==> config.mk <==
export PLATFORM = sky130hd
export DESIGN_NAME = signal_group_phase_timer
export DESIGN_NICKNAME = d
export VERILOG_FILES = /design/src/sgpt_pkg.sv /design/src/signal_group_phase_timer.sv
export VERILOG_INCLUDE_DIRS = /design/src /design/src/src
export SDC_FILE = /design/constraint.sdc
export NUM_CORES = 2
export LEC_CHECK = 0
export BUFFER_PORTS_ARGS = -buffer_cell sky130_fd_sc_hd__buf_2
export CORE_ASPECT_RATIO = 0.6
export CORE_UTILIZATION = 35
export CTS_CLUSTER_SIZE = 40
export DETAILED_ROUTE_END_ITERATION = 10
export PLACE_DENSITY = 0.55
export SYNTH_ARGS = -nofsm -noshare
export SYNTH_HDL_FRONTEND = slang
export SYNTH_SLANG_ARGS = --single-unit
==> constraint.sdc <==
create_clock -name clk -period 5.95 [get_ports clk]
set_input_delay 1.19 -clock clk [delete_from_list [all_inputs] [get_ports clk]]
set_output_delay 1.19 -clock clk [all_outputs]
set_load 0.02 [all_outputs]
==> src/assert_macros.svh <==
// Assertion helpers shared by the RTL.
`ifndef ASSERT_MACROS_SVH
`define ASSERT_MACROS_SVH

`ifndef ASSERT_OFF

// Same-cycle implication, masked during reset
`define ASSERT_IMPLIES(label, clk, rst_n, ante, cons) \
  label: assert property (@(posedge clk) disable iff (!rst_n) (ante) |-> (cons)) \
    else $error("implication check failed");

// Next-cycle implication, masked during reset
`define ASSERT_NEXT(label, clk, rst_n, ante, cons) \
  label: assert property (@(posedge clk) disable iff (!rst_n) (ante) |=> (cons)) \
    else $error("next-cycle check failed");

`else

`define ASSERT_IMPLIES(label, clk, rst_n, ante, cons)
`define ASSERT_NEXT(label, clk, rst_n, ante, cons)

`endif

`endif

==> src/sgpt_pkg.sv <==
package sgpt_pkg;

  localparam int GROUP_W = 4;
  localparam int TICK_W  = 16;

  // Request codes
  localparam logic [2:0] REQ_TICK       = 3'd0;
  localparam logic [2:0] REQ_SET        = 3'd1;
  localparam logic [2:0] REQ_SET_PRESET = 3'd2;
  localparam logic [2:0] REQ_QUERY      = 3'd3;
  localparam logic [2:0] REQ_FAULT      = 3'd4;
  localparam logic [2:0] REQ_LOAD       = 3'd5;

  // Signal group state codes
  localparam logic [2:0] ST_AMBER       = 3'd1;
  localparam logic [2:0] ST_MIN_RED     = 3'd2;
  localparam logic [2:0] ST_EXT_RED     = 3'd3;
  localparam logic [2:0] ST_PREP        = 3'd4;
  localparam logic [2:0] ST_MIN_GREEN   = 3'd5;
  localparam logic [2:0] ST_EXT_GREEN   = 3'd6;
  localparam logic [2:0] ST_GREEN_BLINK = 3'd7;

  // Fault marks
  localparam logic [1:0] FAULT_OK     = 2'd0;
  localparam logic [1:0] FAULT_ON     = 2'd1;
  localparam logic [1:0] FAULT_ABSENT = 2'd2;

  // Result kinds
  localparam logic KIND_CMD   = 1'b0;
  localparam logic KIND_QUERY = 1'b1;

  localparam logic [TICK_W-1:0] PRESET_ELAPSED = 16'd200;
  localparam logic [TICK_W-1:0] ELAPSED_MAX    = 16'hFFFF;

  // Loaded durations of one group (blink: green blink, green_floor: minimum green)
  typedef struct packed {
    logic [TICK_W-1:0] green_floor;
    logic [TICK_W-1:0] prep;
    logic [TICK_W-1:0] min_red;
    logic [TICK_W-1:0] amber;
    logic [TICK_W-1:0] blink;
  } dur_t;

  // One result beat
  typedef struct packed {
    logic               kind;
    logic [GROUP_W-1:0] group;
    logic [2:0]         new_state;
    logic               in_state;
    logic [TICK_W-1:0]  elapsed;
    logic [1:0]         fault;
    logic               last;
  } res_t;

  typedef enum logic [4:0] {
    S_IDLE  = 5'b00001,
    S_FETCH = 5'b00010,
    S_STEP  = 5'b00100,
    S_FLUSH = 5'b01000,
    S_QUERY = 5'b10000
  } fsm_t;

endpackage

==> src/signal_group_phase_timer.sv <==
// Signal group phase timer.
// Set state, set fault and load are written while the block stays idle; a query answer is registered
// from the answer state once the output is free. A tick walks the groups with one shared compare,
// fetching and stepping each group one state move at a time, then flushing; out_stall can hold it.
// One item at a time; in_stall is high until the item is done.
// Synchronous reset clears states, counts, faults and present bits; durations are not.
`include "assert_macros.svh"

module signal_group_phase_timer
  import sgpt_pkg::*;
#(
  parameter int NUM_GROUPS = 16
) (
  input  logic               clk,
  input  logic               rst_n,
  input  logic               in_valid,
  output logic               in_stall,
  input  logic [2:0]         in_req_type,
  input  logic [GROUP_W-1:0] in_group,
  input  logic [2:0]         in_state_code,
  input  logic               in_fault_flag,
  input  logic               in_exists,
  input  logic [TICK_W-1:0]  in_green_blink_ticks,
  input  logic [TICK_W-1:0]  in_amber_ticks,
  input  logic [TICK_W-1:0]  in_min_red_ticks,
  input  logic [TICK_W-1:0]  in_prep_ticks,
  input  logic [TICK_W-1:0]  in_min_green_ticks,
  output logic               out_valid,
  input  logic               out_stall,
  output logic               out_kind,
  output logic [GROUP_W-1:0] out_group,
  output logic [2:0]         out_new_state,
  output logic               out_in_state,
  output logic [TICK_W-1:0]  out_elapsed,
  output logic [1:0]         out_fault,
  output logic               out_last
);

  localparam int IDX_W = (NUM_GROUPS > 1) ? $clog2(NUM_GROUPS) : 1;
  localparam logic [GROUP_W:0] NUM_G   = (GROUP_W+1)'(NUM_GROUPS);
  localparam logic [IDX_W-1:0] LAST_IX = IDX_W'(NUM_GROUPS - 1);

  // Per-group state
  logic [2:0]        state_r   [NUM_GROUPS];
  logic [TICK_W-1:0] elapsed_r [NUM_GROUPS];
  logic [1:0]        fault_r   [NUM_GROUPS];
  logic              present_r [NUM_GROUPS];
  dur_t              dur_mem   [NUM_GROUPS];
  dur_t              dur_q_r;

  fsm_t fsm_r, fsm_nxt;
  logic [IDX_W-1:0]   walk_r, walk_nxt;
  logic [2:0]         cur_state_r, cur_state_nxt;
  logic [TICK_W-1:0]  cur_el_r, cur_el_nxt;
  logic               cur_pres_r;
  logic               pend_valid_r, pend_valid_nxt;
  logic [2:0]         pend_state_r, pend_state_nxt;
  logic [GROUP_W-1:0] pend_group_r, pend_group_nxt;
  logic [IDX_W-1:0]   grp_ix_r;
  logic [GROUP_W-1:0] grp_r;
  logic [2:0]         q_state_r;
  logic               q_ok_r;
  logic               out_valid_r;
  res_t               out_r;

  logic               in_acc;
  logic               in_ok;
  logic [IDX_W-1:0]   in_ix;
  logic [IDX_W-1:0]   sel_ix;
  logic               out_free;
  logic               push_en;
  res_t               push_d;
  logic               wb_en;
  logic [TICK_W-1:0]  el_inc;
  logic               timed;
  logic [TICK_W-1:0]  dur_sel;
  logic [2:0]         move_to;
  logic               gate;
  logic               mv;
  logic               q_hit;

  assign in_stall = (fsm_r != S_IDLE);
  assign in_acc   = in_valid && (fsm_r == S_IDLE);
  assign in_ok    = {1'b0, in_group} < NUM_G;
  assign in_ix    = in_group[IDX_W-1:0];
  assign sel_ix   = (fsm_r == S_QUERY) ? grp_ix_r : walk_r;
  assign out_free = !out_valid_r || !out_stall;

  // Saturating elapsed increment
  assign el_inc = (cur_el_r == ELAPSED_MAX) ? cur_el_r : cur_el_r + 1'b1;

  // Duration select for the current timed state
  always_comb begin
    timed   = 1'b1;
    dur_sel = dur_q_r.blink;
    move_to = ST_AMBER;
    gate    = (dur_q_r.amber != '0);
    case (cur_state_r)
      ST_GREEN_BLINK: begin
        dur_sel = dur_q_r.blink;
        move_to = ST_AMBER;
        gate    = (dur_q_r.amber != '0);
      end
      ST_AMBER: begin
        dur_sel = dur_q_r.amber;
        move_to = ST_MIN_RED;
        gate    = (dur_q_r.min_red != '0);
      end
      ST_MIN_RED: begin
        dur_sel = dur_q_r.min_red;
        move_to = ST_EXT_RED;
        gate    = 1'b1;
      end
      ST_PREP: begin
        dur_sel = dur_q_r.prep;
        move_to = ST_MIN_GREEN;
        gate    = (dur_q_r.green_floor != '0);
      end
      ST_MIN_GREEN: begin
        dur_sel = dur_q_r.green_floor;
        move_to = ST_EXT_GREEN;
        gate    = 1'b1;
      end
      default: timed = 1'b0;
    endcase
  end

  // Shared compare: elapsed reached duration
  assign mv    = timed && (cur_el_r >= dur_sel);
  assign q_hit = q_ok_r && (state_r[sel_ix] == q_state_r);

  // Sequencer
  always_comb begin
    fsm_nxt        = fsm_r;
    walk_nxt       = walk_r;
    cur_state_nxt  = cur_state_r;
    cur_el_nxt     = cur_el_r;
    pend_valid_nxt = pend_valid_r;
    pend_state_nxt = pend_state_r;
    pend_group_nxt = pend_group_r;
    push_en        = 1'b0;
    push_d         = '0;
    wb_en          = 1'b0;
    case (fsm_r)
      S_IDLE: begin
        if (in_acc && in_req_type == REQ_TICK) begin
          walk_nxt = '0;
          fsm_nxt  = S_FETCH;
        end else if (in_acc && in_req_type == REQ_QUERY) begin
          fsm_nxt = S_QUERY;
        end
      end
      S_FETCH: begin
        cur_state_nxt = state_r[walk_r];
        cur_el_nxt    = elapsed_r[walk_r];
        fsm_nxt       = S_STEP;
      end
      S_STEP: begin
        if (cur_pres_r && mv) begin
          // one cascade move; wait if the pending beat cannot leave
          if (!(gate && pend_valid_r && !out_free)) begin
            cur_state_nxt = move_to;
            cur_el_nxt    = '0;
            if (gate) begin
              push_en          = pend_valid_r;
              push_d.kind      = KIND_CMD;
              push_d.group     = pend_group_r;
              push_d.new_state = pend_state_r;
              pend_valid_nxt   = 1'b1;
              pend_state_nxt   = move_to;
              pend_group_nxt   = GROUP_W'(walk_r);
            end
          end
        end else begin
          wb_en = cur_pres_r;
          if (walk_r == LAST_IX) begin
            fsm_nxt = S_FLUSH;
          end else begin
            walk_nxt = walk_r + 1'b1;
            fsm_nxt  = S_FETCH;
          end
        end
      end
      S_FLUSH: begin
        // last command of the tick carries the last flag
        if (!pend_valid_r) begin
          fsm_nxt = S_IDLE;
        end else if (out_free) begin
          push_en          = 1'b1;
          push_d.kind      = KIND_CMD;
          push_d.group     = pend_group_r;
          push_d.new_state = pend_state_r;
          push_d.last      = 1'b1;
          pend_valid_nxt   = 1'b0;
          fsm_nxt          = S_IDLE;
        end
      end
      S_QUERY: begin
        if (out_free) begin
          push_en         = 1'b1;
          push_d.kind     = KIND_QUERY;
          push_d.group    = grp_r;
          push_d.in_state = q_hit;
          push_d.elapsed  = q_hit ? elapsed_r[sel_ix] : '0;
          push_d.fault    = q_ok_r ? fault_r[sel_ix] : FAULT_ABSENT;
          push_d.last     = 1'b1;
          fsm_nxt         = S_IDLE;
        end
      end
      default: fsm_nxt = S_IDLE;
    endcase
  end

  // Control registers
  always_ff @(posedge clk) begin
    if (!rst_n) begin
      fsm_r        <= S_IDLE;
      pend_valid_r <= 1'b0;
      out_valid_r  <= 1'b0;
    end else begin
      fsm_r        <= fsm_nxt;
      pend_valid_r <= pend_valid_nxt;
      if (push_en) begin
        out_valid_r <= 1'b1;
      end else if (!out_stall) begin
        out_valid_r <= 1'b0;
      end
    end
  end

  // Working registers
  always_ff @(posedge clk) begin
    walk_r       <= walk_nxt;
    cur_state_r  <= cur_state_nxt;
    cur_el_r     <= cur_el_nxt;
    pend_state_r <= pend_state_nxt;
    pend_group_r <= pend_group_nxt;
    if (fsm_r == S_FETCH) begin
      cur_pres_r <= present_r[walk_r];
    end
    if (in_acc) begin
      grp_ix_r  <= in_ix;
      grp_r     <= in_group;
      q_state_r <= in_state_code;
      q_ok_r    <= in_ok;
    end
    if (push_en) begin
      out_r <= push_d;
    end
  end

  // Group state arrays
  always_ff @(posedge clk) begin
    if (!rst_n) begin
      for (int i = 0; i < NUM_GROUPS; i++) begin
        state_r[i]   <= '0;
        elapsed_r[i] <= '0;
        fault_r[i]   <= FAULT_OK;
        present_r[i] <= 1'b0;
      end
    end else if (wb_en) begin
      state_r[walk_r]   <= cur_state_r;
      elapsed_r[walk_r] <= el_inc;
    end else if (in_acc && in_ok) begin
      case (in_req_type)
        REQ_SET: begin
          state_r[in_ix]   <= in_state_code;
          elapsed_r[in_ix] <= '0;
        end
        REQ_SET_PRESET: begin
          state_r[in_ix]   <= in_state_code;
          elapsed_r[in_ix] <= PRESET_ELAPSED;
        end
        REQ_FAULT: begin
          fault_r[in_ix] <= in_fault_flag ? FAULT_ON : FAULT_OK;
        end
        REQ_LOAD: begin
          present_r[in_ix] <= in_exists;
          if (!in_exists) begin
            fault_r[in_ix] <= FAULT_ABSENT;
          end
        end
        default: ;
      endcase
    end
  end

  // Duration memory: written by load, read once per walked group
  always_ff @(posedge clk) begin
    if (in_acc && in_ok && in_req_type == REQ_LOAD) begin
      dur_mem[in_ix] <= '{green_floor: in_min_green_ticks,
                          prep:        in_prep_ticks,
                          min_red:     in_min_red_ticks,
                          amber:       in_amber_ticks,
                          blink:       in_green_blink_ticks};
    end
    if (fsm_r == S_FETCH) begin
      dur_q_r <= dur_mem[walk_r];
    end
  end

  assign out_valid     = out_valid_r;
  assign out_kind      = out_r.kind;
  assign out_group     = out_r.group;
  assign out_new_state = out_r.new_state;
  assign out_in_state  = out_r.in_state;
  assign out_elapsed   = out_r.elapsed;
  assign out_fault     = out_r.fault;
  assign out_last      = out_r.last;

  // No command is left pending once the block is idle
  `ASSERT_IMPLIES(a_no_pend_idle, clk, rst_n, fsm_r == S_IDLE, !pend_valid_r)
  // A query beat always leads into the answer state
  `ASSERT_NEXT(a_query_seq, clk, rst_n, in_acc && in_req_type == REQ_QUERY, fsm_r == S_QUERY)
  // A tick beat always starts the group walk at the first group
  `ASSERT_NEXT(a_tick_seq, clk, rst_n, in_acc && in_req_type == REQ_TICK,
               fsm_r == S_FETCH && walk_r == '0)

endmodule
==> results.yml <==
clock_tree:
  cts_resized: 0
  root_buffer: "clkbuf_16"
  ctsHoldBuffers: 0
  clk_pin_slew_ps: 60
  cts_max_level: 4
  clockBufferDepth: 4
  clock_latency_ps: 840
  clock-sinks: 1789
  cts_tree: "yes"
  cts_made_buffers: 174
  postCtsSetupBuffers: 0
routing:
  first_iter_violations: 5151
  vias: 42000
  ant_nets: 0
  wl_per_cell_um: 29.4
  drc: 0
  via_per_inst: 5.69
  drt_wl_total_um: 217000
  dr.pass1.iters: 8
floorplanning:
  die_w_um: 596
  num_io_pins: 126
  die_h_um: 358
  num_rows: 130
  core-area_mm2: 0.210
  start_util_pct: 35.3
  dieArea_mm2: 0.213
place:
  dpl.cell_count: 7066
  gp_congestion: 0.888
  io_buffers: 125
  place_hpwl_um: 133000
timing:
  fin_crit_ps: 5040
  rsz0062_at_grt: "no"
  max_freq_ghz: 0.198
  slew_headroom_pct: 20.7
  finalMaxSlewViolations: 0
  skew_ps: 83.6
  hold_ws_ps: 480
  finalHoldViolCount: 0
  tns_ps: 0
  tightest_slew_ps: 1190
  period_share_pct: 84.8
  setup-violations-final: 0
synth:
  synth_cell_types: 68
  synth_top_area_cell: "edfxtp_1"
  syn_nets: 4400
  ys_warn_count: 0
  synth-seq-cells: 1789
  synthCells: 4286
  ys.flop_type: "edfxtp_1"
  synthArstFlopShare_pct: 0
  synthesis.area_mm2: 0.0740
  synth_top_area_share_pct: 71.5
  synth_edf_count: 1762
  seq_area_frac_synth_pct: 72.2
  synthTopCellsByArea: "edfxtp_1, mux4_2, mux2i_1, nor2_1, mux2_2"
  syn_avg_cell_area_um2: 17.3
layout:
  area_delta_synth_final_pct: 14.0
  nets: 4584
  drive_gt1_share_pct: 22.0
  instances_no_fill: 7376
  fill_cells: 18700
global_routing:
  overflow: 0
  grt_max_degree: 114
  antenna_found_initial: 40
  use_met1_pct: 31.1
  use_met3_pct: 3.71
  grtUsageTotal_pct: 20.0
  grt_pass1_vias: 40500
  busiest_layer: "met1"
  grt_first_pass_wirelength_um: 309000
  grt_use_met2_pct: 29.0
setup_path:
  path_cells: "buf_4, and2_1, a222oi_1, o21ai_0, ha_1, nand2b_1, a21o_1, a21o_1, a21oi_1, o21ai_0, a21oi_1, nand2b_1, buf_4, a31oi_2, buf_4, nand2_1"
  cp_max_fo: 27
  cp-startpoint: "cur_state_r[1]"
  slowest_delay_ps: 800
  cp_common_cell: "buf_4"
  required_ps: 6350
  endpoint_kind: "register"
  reg2reg_depth: 16
  r2r-start: "cur_state_r[1]"
  critPathArrivalTime_ps: 5440
  cp_slowest_cell: "nand2_1"
  critPathKind: "register to register"
  critPathLaunchType: "register"
power:
  internal-power_mw: 24.0
  clockPowerShare_pct: 30.1
  p_sw_mw: 11.4
  leakage_nw: 27.3
  power_density_mw_per_mm2: 420
  p_sw_share_pct: 32.3
  vdd_ir_drop_max_mv: 0.260
  pwr-share-comb_pct: 28.6
  power_frac_seq_pct: 41.3
status:
  status: "finished, final reports clean"
hold_path:
  hp-class: "register to register"
  hold_depth: 2
  min_from: "present_r[4]"
run:
  drv_cap: 0
==> cells in the final DEF (no fill, tap or decap), drive strengths merged, types with 34 or more instances in the layout <==
master     n
mux2     111
a21oi    124
a221oi   105
edfxtp  1762
mux2i    275
a22oi     95
o21ai    219
nand2    238
clkbuf   212
mux4     324
clkinv    73
nor2     404
buf      291
nand3     34
==> worst paths after layout <==
| check | to | slack [ps] |
|---|---|---|
| worst min register to register | present_r[4] | 480 |
| worst min-delay path | present_r[4] | 480 |
| worst max-delay path | elapsed_r[12][4] | 910 |
| worst max register to register | elapsed_r[12][4] | 910 |
==> state kept, by name, indices dropped and copies added (netlist names), 4 cells and up, named ones only <==
register,cells
present_r,16
elapsed_r,256
fault_r,32
dur_mem,1280
pend_group_r,4
out_group,4
walk_r,4
dur_q_r,80
grp_r,4
fsm_r,5
cur_el_r,16
state_r,48
out_elapsed,16
==> cells by family (layout without fill, tap and decap cells) <==
family / after synthesis / in the layout / share of synthesized area, %
simple gates: 801 / 801 / 4.60
compound gates: 648 / 648 / 5.70
mux: 710 / 710 / 15.3
other cells: 0 / 9 / 0
fa+ha+maj: 18 / 18 / 0.304
buf+inv: 300 / 609 / 1.63
xor+xnor: 20 / 20 / 0.237
flops: 1789 / 1789 / 72.2
==> power groups by stage <==
stage / registers, mW / clock network (mW) / logic (mW)
floorplan: 14.6 / 0 / 6.54
global placement: 14.9 / 0 / 10.1
detailed placement: 14.9 / 0 / 10.1
CTS: 14.6 / 10.8 / 10.1
global route: 14.6 / 11.3 / 10.7
finish: 14.6 / 10.7 / 10.1
==> cell type report <==
class / instances / area [um2] / share of cell area, %
clock inverters: 89 / 703 / 0.834
well taps: 2772 / 3470 / 4.11
diodes: 9 / 22.5 / 0.0267
clock buffers: 212 / 4560 / 5.41
inverters: 17 / 63.8 / 0.0757
multi-input cells: 2197 / 19600 / 23.2
flip-flops and latches: 1789 / 53500 / 63.4
repair buffers: 291 / 2450 / 2.90
==> per-layer routing <==
layer / share of wire, % / wire, um
met3: 8.9 / 19300
met1: 46 / 99500
met2: 43 / 93400
met5: 0.053 / 114
met4: 2.0 / 4370
==> worst max-delay path: cells and delay by family, from the launching register on <==
family | cells | cell delay (ps)
buffers and inverters | 3 | 890
adder cells (fa/ha/maj) | 1 | 290
flip-flops | 1 | 550
AO/OA/AOI/OAI | 8 | 1550
AND/OR/NAND/NOR | 4 | 1340
==> Yosys cell counts (3+ instances only) <==
cell type     n
xor2_1        8
inv_1        17
dfxtp_1      27
buf_4         7
nand4b_1      3
a221oi_1    105
a21o_1       10
xnor2_1      12
a222oi_1      9
buf_2         8
o21ai_0     215
mux4_2      324
mux2i_1     275
a31oi_1      18
o2111ai_1     7
nor4_1       16
a21oi_1     124
nand3_1      33
o211ai_1      4
a22oi_1      95
nand2b_1      8
a22o_1       13
nand4_1      11
and3_1        7
mux2_2      110
clkbuf_1    212
edfxtp_1   1762
a211oi_1     14
nor2_1      403
nor3_1       15
ha_1         18
buf_1        49
and2_1       28
buf_6         5
a21boi_0      7
o21ai_1       3
nor2b_1      27
nand2_1     236
==> stage by stage <==
step                      area (um2)  power [mW]  util (%)  setup slack (ps)
after CTS                      84300        35.6      40.2               988
after detailed placement       79000        24.9      37.7              1000
after global placement         79000        24.9      37.7               977
final                          84300        35.4      40.2               905
after floorplan                74000        21.1         -              17.0
after global routing           84300        36.6      40.2               564
(Power assumes the default switching activity.)
